File: config.mk
export PLATFORM = sky130hd
export DESIGN_NAME = itrb_ctrl
export DESIGN_NICKNAME = d
export VERILOG_FILES = /design/src/hw/rtl/itrb_pkg.sv /design/src/hw/rtl/itrb_ctrl.sv
export SDC_FILE = /design/constraint.sdc
export NUM_CORES = 1
export LEC_CHECK = 0
export ABC_AREA = 1
export BUFFER_PORTS_ARGS = -buffer_cell sky130_fd_sc_hd__buf_2
export CORE_ASPECT_RATIO = 0.9
export CORE_UTILIZATION = 55
export DETAILED_ROUTE_END_ITERATION = 16
export GPL_ROUTABILITY_DRIVEN = 0
export GPL_TIMING_DRIVEN = 0
export PLACE_DENSITY_LB_ADDON = 0.08
export REMOVE_ABC_BUFFERS = 1
export SYNTH_ARGS = -nofsm -noshare
export SYNTH_HDL_FRONTEND = slang
export SYNTH_SLANG_ARGS = --single-unit
export TNS_END_PERCENT = 1
File: constraint.sdc
create_clock -name clk_i -period 11.4 [get_ports clk_i]
set_input_delay 2.28 -clock clk_i [delete_from_list [all_inputs] [get_ports clk_i]]
set_output_delay 2.28 -clock clk_i [all_outputs]
set_load 0.05 [all_outputs]
File: src/hw/rtl/itrb_pkg.sv
`timescale 1ns / 1ps
`default_nettype none

package itrb_pkg;

  // operation codes
  typedef enum logic [1:0] {
    OP_RECORD     = 2'd0,
    OP_READ_AGE   = 2'd1,
    OP_READ_TRANS = 2'd2,
    OP_CLEAR      = 2'd3
  } op_e;

  localparam int unsigned CountW = 9;

  // one stored trace record
  typedef struct packed {
    logic [7:0]  version;
    logic [15:0] segment;
    logic [31:0] position;
  } rec_t;

  // input item
  typedef struct packed {
    op_e         opcode;
    logic [7:0]  in_version;
    logic [15:0] in_segment;
    logic [31:0] in_position;
    logic [7:0]  age_index;
  } in_t;

  // result item
  typedef struct packed {
    logic              ok;
    logic [CountW-1:0] entry_count;
    logic [7:0]        out_version;
    logic [15:0]       out_segment;
    logic [31:0]       out_position;
    logic [7:0]        prev_version;
    logic [15:0]       prev_segment;
    logic [31:0]       prev_position;
  } out_t;

  // store port strobes
  typedef struct packed {
    logic wr_en;
    logic rd_en;
  } mem_ctl_t;

  // occupancy status
  typedef struct packed {
    logic [CountW-1:0] capacity;
    logic [CountW-1:0] held;
  } stat_t;

endpackage

`default_nettype wire

File: src/hw/rtl/itrb_ctrl.sv
`timescale 1ns / 1ps
`default_nettype none

module itrb_ctrl import itrb_pkg::*; #(
  parameter int unsigned MAX_DEPTH        = 256,
  parameter int unsigned EXPECTED_VERSION = 1
) (
  input  wire logic                         clk_i,
  input  wire logic                         rst_ni,
  input  wire logic                         accept_i,
  input  wire in_t                          item_i,
  input  wire logic                         cfg_we_i,
  input  wire logic [CountW-1:0]            cfg_wdata_i,
  output out_t                              res_o,
  output logic                              use_mem_o,
  output mem_ctl_t                          mem_ctl_o,
  output logic [$clog2(MAX_DEPTH)-1:0]      wr_addr_o,
  output rec_t                              wr_data_o,
  output logic [$clog2(MAX_DEPTH)-1:0]      rd_addr_o,
  output stat_t                             stat_o
);

  localparam int unsigned AddrW = $clog2(MAX_DEPTH);

  logic [CountW-1:0] cap_q;
  logic [CountW-1:0] wslot_q;
  logic [CountW-1:0] held_q;
  rec_t              last_q;
  logic              last_vld_q;
  rec_t              tprev_q;
  rec_t              tcur_q;
  logic              tvld_q;

  rec_t              rec_in;
  logic              cap_fits;
  logic              rec_ok;
  logic              seg_change;
  logic [CountW:0]   slot_inc;
  logic [CountW-1:0] wslot_nxt;
  logic              held_grow;
  logic [CountW-1:0] oldest;
  logic [CountW:0]   age_sum;
  logic [CountW:0]   rd_slot;
  logic              rd_hit;

  assign rec_in = '{version:  item_i.in_version,
                    segment:  item_i.in_segment,
                    position: item_i.in_position};

  // capacity writes above the store depth are dropped
  assign cap_fits = (32'(cfg_wdata_i) <= 32'(MAX_DEPTH));

  // record admission and ring pointer advance
  assign rec_ok     = (item_i.in_version == 8'(EXPECTED_VERSION)) && (cap_q != '0);
  assign seg_change = last_vld_q && (last_q.segment != item_i.in_segment);
  assign slot_inc   = {1'b0, wslot_q} + {{CountW{1'b0}}, 1'b1};
  assign wslot_nxt  = (slot_inc >= {1'b0, cap_q}) ? '0 : slot_inc[CountW-1:0];
  assign held_grow  = held_q < cap_q;

  // age to slot: oldest entry plus age, wrapped once
  assign oldest  = (held_q == cap_q) ? wslot_q : '0;
  assign age_sum = {1'b0, oldest} + {{(CountW-7){1'b0}}, item_i.age_index};
  assign rd_slot = (age_sum >= {1'b0, cap_q}) ? (age_sum - {1'b0, cap_q}) : age_sum;
  assign rd_hit  = (cap_q != '0) &&
                   ({{(CountW-8){1'b0}}, item_i.age_index} < held_q);

  // store port
  assign wr_addr_o = AddrW'(wslot_q);
  assign wr_data_o = rec_in;
  assign rd_addr_o = AddrW'(rd_slot[CountW-1:0]);
  always_comb begin
    mem_ctl_o.wr_en = accept_i && (item_i.opcode == OP_RECORD) && rec_ok;
    mem_ctl_o.rd_en = accept_i && (item_i.opcode == OP_READ_AGE) && rd_hit;
  end

  // result of the current item
  always_comb begin
    res_o             = '0;
    use_mem_o         = 1'b0;
    res_o.entry_count = held_q;
    case (item_i.opcode)
      OP_RECORD: begin
        res_o.ok = rec_ok;
        if (rec_ok && held_grow) begin
          res_o.entry_count = held_q + CountW'(1);
        end
      end
      OP_READ_AGE: begin
        res_o.ok  = rd_hit;
        use_mem_o = rd_hit;
      end
      OP_READ_TRANS: begin
        if (tvld_q) begin
          res_o.ok            = 1'b1;
          res_o.out_version   = tcur_q.version;
          res_o.out_segment   = tcur_q.segment;
          res_o.out_position  = tcur_q.position;
          res_o.prev_version  = tprev_q.version;
          res_o.prev_segment  = tprev_q.segment;
          res_o.prev_position = tprev_q.position;
        end
      end
      OP_CLEAR: begin
        res_o.ok          = 1'b1;
        res_o.entry_count = '0;
      end
      default: ;
    endcase
  end

  // history state
  always_ff @(posedge clk_i or negedge rst_ni) begin
    if (!rst_ni) begin
      cap_q      <= '0;
      wslot_q    <= '0;
      held_q     <= '0;
      last_q     <= '0;
      last_vld_q <= 1'b0;
      tprev_q    <= '0;
      tcur_q     <= '0;
      tvld_q     <= 1'b0;
    end else if (cfg_we_i) begin
      if (cap_fits) begin
        cap_q      <= cfg_wdata_i;
        wslot_q    <= '0;
        held_q     <= '0;
        last_q     <= '0;
        last_vld_q <= 1'b0;
        tprev_q    <= '0;
        tcur_q     <= '0;
        tvld_q     <= 1'b0;
      end
    end else if (accept_i) begin
      case (item_i.opcode)
        OP_RECORD: begin
          if (rec_ok) begin
            if (seg_change) begin
              tprev_q <= last_q;
              tcur_q  <= rec_in;
              tvld_q  <= 1'b1;
            end
            last_q     <= rec_in;
            last_vld_q <= 1'b1;
            wslot_q    <= wslot_nxt;
            if (held_grow) begin
              held_q <= held_q + CountW'(1);
            end
          end
        end
        OP_CLEAR: begin
          wslot_q    <= '0;
          held_q     <= '0;
          last_q     <= '0;
          last_vld_q <= 1'b0;
          tprev_q    <= '0;
          tcur_q     <= '0;
          tvld_q     <= 1'b0;
        end
        default: ;
      endcase
    end
  end

  assign stat_o = '{capacity: cap_q, held: held_q};

endmodule

`default_nettype wire

==> impl_metrics.tcl, run 1 <==
set metrics [dict create \
    status "finished, final reports clean" \
    fraction_of_layout_cells_with_a_size_suffix_above_1_pct 19.2 \
    ir_worst_vdd_mv 0.0997 \
    timing.final.max_slew_violations 0 \
    powerDensity_mw_per_mm2 137 \
    fillers 1925 \
    timing.critical_path.cells "buf_2 > ha_1 > fa_1 > nand3_1 > nand2_1 > xnor2_1 > inv_1 > ha_1 > nand2_1 > nor2_1 > nand2_1 > nand3_1 > nand2_1 > nand2_1 > nand2_1 > nand2_1 > nand2_1 > nand3_2 > nand2_1 > nand2_1 > buf_2" \
    timing.reg2reg.setup_slack_ps 7700 \
    path_class_of_the_lowest_slack_min_delay_path "reg2reg" \
    timing.hold.worst.start "tcur_q[32]$_DFFE_PN0P_" \
    cts.root.buffer_cell "sky130_fd_sc_hd__clkbuf_16" \
    tns_ps 0 \
    core_area_mm2 0.0208 \
    place_area_mm2 0.0128 \
    worst-slew-pin-transition_ps 1200 \
    start_util_pct 56.1 \
    drv.max_cap_violation_count 0 \
    finalClockSkew_ps 14.7 \
    design.die.area_mm2 0.0218 \
    worst_path_largest_cell_delay_ps 420 \
    timing.final.crit_share_pct 65.7 \
    rr_endpoint "tcur_q[52]$_DFFE_PN0P_" \
    antenna-diode-count 0 \
    setup.worst_path.start_class "primary input" \
    post-route-worst-setup-slack_ps 3910 \
    areaGrowthSynthToFinish_pct 15.3 \
    report.final.setup_viol 0 \
    cts_buffers 17 \
    setup.worst_path.end_class "primary output" \
    netlist.area_leader.share_pct 42.3 \
    grt.total_usage_pct 27.8 \
    final_period_minus_worst_setup_slack_ps 7490 \
    detailroute.via_count 10402 \
    hold_buffers 0 \
    drt_pre_antenna_iters 5 \
    top_level_ports 294 \
    nNetsFinal 1935 \
    finalInstanceArea_mm2 0.0134 \
    synthesized_area_divided_by_synthesized_cell_count_um2 7.21 \
    place_ws_ps 3940 \
    synth.ff_latch_count 197 \
    ctsLongestPathBuffers 2 \
    clk_latency_ps 450 \
    dr.first_iter.drc_count 675 \
    antenna_violating_nets_post_route 0 \
    route.final.wire_length_um 29400 \
    synth_top_cell_by_area "sky130_fd_sc_hd__dfrtp_1" \
    ys_top_cells_by_area "sky130_fd_sc_hd__dfrtp_1 42%, sky130_fd_sc_hd__nand2_1 17%, sky130_fd_sc_hd__inv_1 7.3%" \
    numPortBuffers 293 \
    critical-path-top-cell-by-count "sky130_fd_sc_hd__nand2_1" \
    worst_ep_arrival_time_ps 5210 \
    number_of_antenna_violations_at_the_first_check_in_global_routing 0 \
    timing.slew.headroom_pct 19.7 \
    worstPathRequired_ps 9120 \
    wire_length_of_the_first_global_routing_pass_um 48100 \
    remaining_drc_errors 0 \
    std_cell_rows 50 \
    ys_warn_count 0 \
    rsz0062_at_grt "false" \
    worst-r2r-cell-count 10 \
    vias_in_the_first_global_route 9697 \
    maximum_number_of_pins_on_one_net_before_global_route_repair 108 \
    drt-vias-per-instance 4.94 \
    achievable-frequency_ghz 0.133 \
    residual_overflow_from_global_routing 0 \
    worst-path-max-fanout 9 \
    clk_transition_reported_paths_ps 70 \
    power.total_mw 1.83 \
    cts_sinks 197 \
    chipWidth_um 155 \
    worstHoldEndpoint "tcur_q[32]$_DFFE_PN0P_" \
    postCtsResizedCells 0 \
    post_synth_instance_area_mm2 0.0117 \
    postCtsSetupBuffers 0 \
    detailed_placement_wirelength_estimate_um 19400 \
    tritoncts "done" \
    seq_area_frac_synth_pct 42.3 \
    chipHeight_um 140 \
    hold_viol_final 0 \
    postSynthCellCount 1616 \
    timing_worst_setup_path_type "in2out" \
    crit_path_top_delay_cell "sky130_fd_sc_hd__fa_1" \
    post_drt_wl_per_cell_um 13.9 \
    rr_startpoint "cap_q[0]$_DFFE_PN0P_" \
    yosys.cell_types.count 36 \
    leakage_nw 7.87 \
    cts-htree-levels 4 \
    hold_depth 2 \
]
-- per-stage QoR --
step / hold WS [ps] / std cells / util, %
final: 472 / 2105 / 64.7
after floorplan: 442 / 1489 / -
after CTS: 477 / 2105 / 64.7
after global placement: 453 / 2068 / 61.0
after detailed placement: 458 / 2073 / 61.8
after global routing: 487 / 2105 / 64.7
-- critical path: cells and delay by family --
kind          cells  cell delay (ps)
buf+inv           3              440
xor+xnor          1              140
simple gates     14             1310
fa+ha+maj         3             1010
-- synth_stat cells, drive strengths merged --
master	number
nand2	522
inv	230
nor2	216
dfrtp	197
nand3	130
buf	99
ha	48
o21ai	33
a21oi	29
clkbuf	28
xor2	21
nand4	18
nand3b	14
xnor2	14
nor3	4
a21o	2
fa	2
a31oi	1
and3	1
clkinv	1
mux2	1
nor4	1
o211ai	1
o21a	1
o21bai	1
or2	1
-- state kept, by name, summed over array words and instances (netlist names) --
| signal | count |
|---|---|
| cap_q | 9 |
| held_q | 9 |
| last_q | 56 |
| last_vld_q | 1 |
| tcur_q | 56 |
| tprev_q | 56 |
| tvld_q | 1 |
| wslot_q | 9 |
-- layout make-up --
cell class / instances / area, um^2 / share of cell area [%]
clock inverter: 14 / 181 / 1.35
sequential: 197 / 4930 / 36.7
clock buffer: 18 / 429 / 3.19
timing repair buffer: 298 / 1610 / 12.0
inverter: 231 / 870 / 6.47
multi-input combinational: 1061 / 5060 / 37.6
tap: 286 / 358 / 2.66
-- power by group --
part,internal (mW),leakage (nW),total (mW),switching (mW)
clock,0.317,0.297,0.620,0.302
sequential,0.764,2.65,0.809,0.0453
combinational,0.113,4.92,0.406,0.293
total,1.19,7.87,1.83,0.641
-- cell families after synthesis --
logic type | synth area share [%]
adder cells (fa/ha/maj) | 5.50
multiplexers | 0.0966
AND/OR/NAND/NOR | 32.0
flip-flops | 42.3
XOR/XNOR | 2.63
AO/OA/AOI/OAI | 3.04
buffers and inverters | 14.4
-- cells in the final DEF (no fill, tap or decap), types with 2 or more instances in the layout --
cell	synthesis	routed
sky130_fd_sc_hd__nand2_1	514	513
sky130_fd_sc_hd__buf_2	21	292
sky130_fd_sc_hd__inv_1	226	226
sky130_fd_sc_hd__nor2_1	212	212
sky130_fd_sc_hd__dfrtp_1	197	197
sky130_fd_sc_hd__nand3_1	128	128
sky130_fd_sc_hd__ha_1	48	48
sky130_fd_sc_hd__o21ai_0	32	32
sky130_fd_sc_hd__a21oi_1	29	29
sky130_fd_sc_hd__xor2_1	21	21
sky130_fd_sc_hd__nand4_1	18	18
sky130_fd_sc_hd__clkbuf_16	0	17
sky130_fd_sc_hd__xnor2_1	14	14
sky130_fd_sc_hd__nand3b_1	14	14
sky130_fd_sc_hd__nand2_2	6	5
sky130_fd_sc_hd__inv_6	0	5
sky130_fd_sc_hd__buf_16	0	5
sky130_fd_sc_hd__nor3_1	4	4
sky130_fd_sc_hd__nor2_2	4	4
sky130_fd_sc_hd__nand2_4	2	4
sky130_fd_sc_hd__clkinv_8	0	4
sky130_fd_sc_hd__inv_2	4	3
sky130_fd_sc_hd__inv_8	0	3
sky130_fd_sc_hd__a21o_1	2	2
sky130_fd_sc_hd__fa_1	2	2
-- per-layer routing --
metal | track usage, % | routed length (um) | share of wire [%]
met4 | 8.26 | 525 | 1.8
met3 | 4.05 | 1650 | 5.6
met2 | 45.9 | 13700 | 47
met1 | 38.1 | 13500 | 46
met5 | 0 | 0 | 0
-- worst max path at each step --
| stage | start | end | slack [ps] | cells after the start |
|---|---|---|---|---|
| floorplan | item_i[64] | res_o[0] | 4030 | 4 |
| global placement | item_i[64] | res_o[91] | 2830 | 6 |
| detailed placement | item_i[0] | rd_addr_o[2] | 3940 | 21 |
| CTS | item_i[0] | rd_addr_o[2] | 3930 | 21 |
| global route | item_i[0] | rd_addr_o[2] | 3510 | 21 |
| finish | item_i[0] | rd_addr_o[2] | 3910 | 21 |
(Power assumes the default switching activity.)
==> run 2: changes to the inputs <==
--- a/config.mk
+++ b/config.mk
@@ -8,7 +8,7 @@
 export ABC_AREA = 1
 export BUFFER_PORTS_ARGS = -buffer_cell sky130_fd_sc_hd__buf_2
 export CORE_ASPECT_RATIO = 0.9
-export CORE_UTILIZATION = 55
+export CORE_UTILIZATION = 54
 export DETAILED_ROUTE_END_ITERATION = 16
 export GPL_ROUTABILITY_DRIVEN = 0
 export GPL_TIMING_DRIVEN = 0
==> constraint.sdc (replaced) <==
create_clock -name clk_i -period 7.85 [get_ports clk_i]
set_input_delay 1.57 -clock clk_i [delete_from_list [all_inputs] [get_ports clk_i]]
set_output_delay 1.57 -clock clk_i [all_outputs]
set_load 0.05 [all_outputs]
==> impl_metrics.tcl, run 2 (same netlist as run 1, synthesis figures left out) <==
set metrics [dict create \
    crit_path_top_delay_cell "sky130_fd_sc_hd__dfrtp_1" \
    residual_overflow_from_global_routing 0 \
    number_of_antenna_violations_at_the_first_check_in_global_routing 0 \
    setup.worst_path.end_class "primary output" \
    rsz0062_at_grt "false" \
    tritoncts "done" \
    nNetsFinal 1934 \
    drt_pre_antenna_iters 5 \
    dr.first_iter.drc_count 596 \
    chipHeight_um 141 \
    tns_ps 0 \
    drt-vias-per-instance 4.92 \
    timing.final.crit_share_pct 81.0 \
    report.final.setup_viol 0 \
    place_ws_ps 1750 \
    worst-path-max-fanout 9 \
    layout_commonest_cell "sky130_fd_sc_hd__nand2_1" \
    path_class_of_the_lowest_slack_min_delay_path "reg2reg" \
    areaGrowthSynthToFinish_pct 15.2 \
    worstPathRequired_ps 6280 \
    postCtsResizedCells 0 \
    final_cells 2104 \
    post-route-worst-setup-slack_ps 1490 \
    grt.total_usage_pct 26.7 \
    critical-path-top-cell-by-count "sky130_fd_sc_hd__nand2_1" \
    place_area_mm2 0.0128 \
    cts.root.buffer_cell "sky130_fd_sc_hd__clkbuf_16" \
    antenna_violating_nets_post_route 0 \
    antenna-diode-count 0 \
    leakage_nw 7.87 \
    cts-htree-levels 4 \
    core_area_mm2 0.0210 \
    cts_sinks 197 \
    timing.slew.headroom_pct 17.5 \
    setup.worst_path.start_class "flip-flop" \
    vias_in_the_first_global_route 9453 \
    hold_viol_final 0 \
    clk_latency_ps 440 \
    worst-slew-pin-transition_ps 1240 \
    worst_ep_arrival_time_ps 4790 \
    worst_path_largest_cell_delay_ps 530 \
    timing_worst_setup_path_type "reg2out" \
    maximum_number_of_pins_on_one_net_before_global_route_repair 117 \
    timing.final.max_slew_violations 0 \
    mostFrequentLayoutCells "513 x sky130_fd_sc_hd__nand2_1, 292 x sky130_fd_sc_hd__buf_2, 226 x sky130_fd_sc_hd__inv_1, 212 x sky130_fd_sc_hd__nor2_1, 197 x sky130_fd_sc_hd__dfrtp_1" \
    finalClockSkew_ps 16.2 \
    start_util_pct 55.6 \
    std_cell_rows 50 \
    placedCellCount 2072 \
    top_level_ports 294 \
    ctsLongestPathBuffers 2 \
    numPortBuffers 293 \
    final_period_minus_worst_setup_slack_ps 6360 \
    chipWidth_um 157 \
    drv.max_cap_violation_count 0 \
    design.die.area_mm2 0.0222 \
    top_registers "last_q (56), tcur_q (56), tprev_q (56)" \
    detailed_placement_wirelength_estimate_um 19000 \
    remaining_drc_errors 0 \
    finish.utilization_pct 64.1 \
    fraction_of_layout_cells_with_a_size_suffix_above_1_pct 19.3 \
    powerDensity_mw_per_mm2 200 \
    post_drt_wl_per_cell_um 13.8 \
    detailroute.via_count 10362 \
    hold_buffers 0 \
    finalInstanceArea_mm2 0.0134 \
    finalHoldWorstSlack_ps 471 \
    status "finished, final reports clean" \
    ir_worst_vdd_mv 0.130 \
    postCtsSetupBuffers 0 \
    clk_transition_reported_paths_ps 90 \
    cts_buffers 17 \
    wire_length_of_the_first_global_routing_pass_um 47100 \
    power.total_mw 2.69 \
    route.final.wire_length_um 29000 \
    achievable-frequency_ghz 0.157 \
]
==> run 2: layout make-up <==
class / instances / area, um^2
clock buffer: 18 / 439
sequential: 197 / 4930
timing repair buffer: 297 / 1590
tap: 286 / 358
clock inverter: 14 / 189
fill: 1955 / 7530
multi-input combinational: 1061 / 5060
inverter: 231 / 870
==> run 2: path summary, 6_finish.rpt <==
path	slack (ps)	depth (start not counted)	from	endpoint
min in group asynchronous	1220	1	rst_ni	tcur_q[8]$_DFFE_PN0P_
max reg2reg	4160	10	cap_q[0]$_DFFE_PN0P_	tcur_q[49]$_DFFE_PN0P_
min	470	2	tprev_q[48]$_DFFE_PN0P_	tprev_q[48]$_DFFE_PN0P_
max	1490	25	held_q[2]$_DFFE_PN0P_	rd_addr_o[1]
max in group asynchronous	5710	2	rst_ni	tcur_q[43]$_DFFE_PN0P_
min reg2reg	470	2	tprev_q[48]$_DFFE_PN0P_	tprev_q[48]$_DFFE_PN0P_
==> run 2: report_power, final <==
| part | internal, mW | total, mW | switching, mW |
|---|---|---|---|
| Sequential | 1.11 | 1.17 | 0.0654 |
| Clock | 0.476 | 0.927 | 0.451 |
| Combinational | 0.162 | 0.587 | 0.425 |
| Total | 1.75 | 2.69 | 0.942 |
==> run 2: layer usage <==
layer | wire length [um] | global-route usage [%]
met1 | 13500 | 37.2
met2 | 13600 | 43.1
met3 | 1590 | 4.49
met4 | 369 | 7.02
met5 | 0 | 0
==> run 2: critical path, delay by kind of cell (launching register included) <==
kind / cells / cell delay, ps
xor gates and xnor gates: 1 / 120
adders and majority gates: 4 / 1200
buffers and inverters: 2 / 340
DFF: 1 / 530
and+or+nand+nor: 18 / 2160
==> run 3: changes to the inputs <==
--- a/config.mk
+++ b/config.mk
@@ -8,7 +8,7 @@
 export ABC_AREA = 1
 export BUFFER_PORTS_ARGS = -buffer_cell sky130_fd_sc_hd__buf_2
 export CORE_ASPECT_RATIO = 0.9
-export CORE_UTILIZATION = 54
+export CORE_UTILIZATION = 49
 export DETAILED_ROUTE_END_ITERATION = 16
 export GPL_ROUTABILITY_DRIVEN = 0
 export GPL_TIMING_DRIVEN = 0
==> constraint.sdc (replaced) <==
create_clock -name clk_i -period 5.41 [get_ports clk_i]
set_input_delay 1.082 -clock clk_i [delete_from_list [all_inputs] [get_ports clk_i]]
set_output_delay 1.082 -clock clk_i [all_outputs]
set_load 0.05 [all_outputs]
==> impl_metrics.tcl, run 3 (same netlist as run 1, synthesis figures left out) <==
set metrics [dict create \
    clk_latency_ps 440 \
    drt_pre_antenna_iters 5 \
    timing.slew.headroom_pct 16.3 \
    setup.worst_path.start_class "flip-flop" \
    worstPathBufferInverterCount 6 \
    cts_buffers 17 \
    vias_in_the_first_global_route 9423 \
    worst-path-max-fanout 8 \
    ctsLongestPathBuffers 2 \
    top_registers "last_q (56), tcur_q (56), tprev_q (56)" \
    cts.root.buffer_cell "sky130_fd_sc_hd__clkbuf_16" \
    power.total_mw 3.87 \
    route.final.wire_length_um 30500 \
    crit_path_top_delay_cell "sky130_fd_sc_hd__dfrtp_1" \
    clk_transition_reported_paths_ps 70 \
    mostFrequentLayoutCells "502 x sky130_fd_sc_hd__nand2_1, 284 x sky130_fd_sc_hd__buf_2, 217 x sky130_fd_sc_hd__inv_1, 207 x sky130_fd_sc_hd__nor2_1, 191 x sky130_fd_sc_hd__dfrtp_1" \
    chipWidth_um 165 \
    dr.first_iter.drc_count 749 \
    setup.worst_path.end_class "primary output" \
    critical-path-top-cell-by-count "sky130_fd_sc_hd__nand2_1" \
    residual_overflow_from_global_routing 0 \
    finish.utilization_pct 59.5 \
    timing_worst_setup_path_type "reg2out" \
    ir_worst_vdd_mv 0.212 \
    areaGrowthSynthToFinish_pct 19.1 \
    antenna-diode-count 0 \
    wire_length_of_the_first_global_routing_pass_um 47500 \
    timing.final.crit_share_pct 96.3 \
    status "finished, final reports clean" \
    top_level_ports 294 \
    place_ws_ps -24.8 \
    worst-slew-pin-transition_ps 1250 \
    timing.final.max_slew_violations 0 \
    power.share.switching_pct 35.1 \
    std_cell_rows 53 \
    tns_ps 0 \
    maximum_number_of_pins_on_one_net_before_global_route_repair 110 \
    antenna_violating_nets_post_route 0 \
    report.final.setup_viol 0 \
    powerDensity_mw_per_mm2 279 \
    placedCellCount 2088 \
    design.die.area_mm2 0.0244 \
    worst_ep_arrival_time_ps 4130 \
    fraction_of_layout_cells_with_a_size_suffix_above_1_pct 23.0 \
    finalHoldWorstSlack_ps 471 \
    achievable-frequency_ghz 0.192 \
    tritoncts "done" \
    detailed_placement_wirelength_estimate_um 19800 \
    detailroute.via_count 10540 \
    cts_sinks 197 \
    drv.max_cap_violation_count 0 \
    place_area_mm2 0.0128 \
    layout_commonest_cell "sky130_fd_sc_hd__nand2_1" \
    leakage_nw 7.97 \
    grt.total_usage_pct 24.7 \
    finalInstanceArea_mm2 0.0139 \
    remaining_drc_errors 0 \
    crit_family "simple AND/OR/NAND/NOR gates" \
    path_class_of_the_lowest_slack_min_delay_path "reg2reg" \
    core_area_mm2 0.0233 \
    nNetsFinal 1959 \
    comb_power_share_pct 23.8 \
    chipHeight_um 148 \
    p_switching_mw 1.36 \
    hold_viol_final 0 \
    number_of_antenna_violations_at_the_first_check_in_global_routing 0 \
    post_drt_wl_per_cell_um 14.2 \
    start_util_pct 49.9 \
    final_period_minus_worst_setup_slack_ps 5210 \
    clock_share_of_power_pct 32.1 \
    drt-vias-per-instance 4.92 \
    p_int_mw 2.51 \
    cts-htree-levels 4 \
    post-route-worst-setup-slack_ps 200 \
    worst_path_largest_cell_delay_ps 390 \
    seqPwrFrac_pct 44.0 \
    numPortBuffers 293 \
    worstPathRequired_ps 4330 \
    final_cells 2144 \
    finalClockSkew_ps 16.1 \
]
[run 3: changes by cell type in the layout (fill, tap and decap cells not counted), sizes merged]
cell      previous run  this run
nand2              522       523
buf                297       321
inv                240       237
bufinv               1         0
clkinv               4         6
clkinvlp             0         1
[run 3: worst reg2reg max path, stage by stage, from the launching register on]
cell	delay, ps
sky130_fd_sc_hd__dfrtp_1	390
sky130_fd_sc_hd__buf_4	150
sky130_fd_sc_hd__nor3_1	220
sky130_fd_sc_hd__nand4_1	210
sky130_fd_sc_hd__nand3_1	200
sky130_fd_sc_hd__nand2_2	110
sky130_fd_sc_hd__nand2_4	660
sky130_fd_sc_hd__inv_4	210
sky130_fd_sc_hd__nand2_4	960
sky130_fd_sc_hd__inv_2	200
sky130_fd_sc_hd__nor2_1	170
[run 3: what timing repair did]
action	4_1_cts	5_1_grt
cloned	0	1
hold endpoints to repair	0	0
gates resized for setup	25	47
setup endpoints to repair	8	8
buffers inserted	3	21
hold buffers	0	0
pin swaps	1	13
[run 3: metal layers]
layer	vias to the layer above	wire [um]	track usage, %
li1	5290	-	-
met1	4929	14300	34.8
met2	296	14300	39.3
met3	25	1600	4.60
met4	0	323	5.46
met5	-	0	0
[run 3: power groups by stage]
stage	clock (mW)	combinational (mW)	sequential [mW]
finish	1.24	0.922	1.71
global route	1.33	1.02	1.72
CTS	1.28	0.877	1.70
detailed placement	0	0.858	1.73
global placement	0	0.836	1.73
floorplan	0	0.467	1.76
[run 3: area by class of cell]
type	count	area (um^2)
Fill cell	2295	9460
Multi-Input combinational cell	1062	5310
Timing Repair Buffer	321	1810
Sequential cell	197	4940
Clock buffer	18	439
Inverter	231	872
Tap cell	302	378
Clock inverter	13	135
[run 3: worst paths after layout]
path	start	to	slack (ps)	cells after the start
hold / removal	tprev_q[51]$_DFFE_PN0P_	tprev_q[51]$_DFFE_PN0P_	470	2
setup reg to reg	cap_q[7]$_DFFE_PN0P_	tcur_q[52]$_DFFE_PN0P_	1870	10
max in group asynchronous	rst_ni	last_q[33]$_DFFE_PN0P_	3770	2
hold reg to reg	tprev_q[51]$_DFFE_PN0P_	tprev_q[51]$_DFFE_PN0P_	470	2
setup / recovery	cap_q[1]$_DFFE_PN0P_	rd_addr_o[4]	200	28
min in group asynchronous	rst_ni	tcur_q[53]$_DFFE_PN0P_	650	1
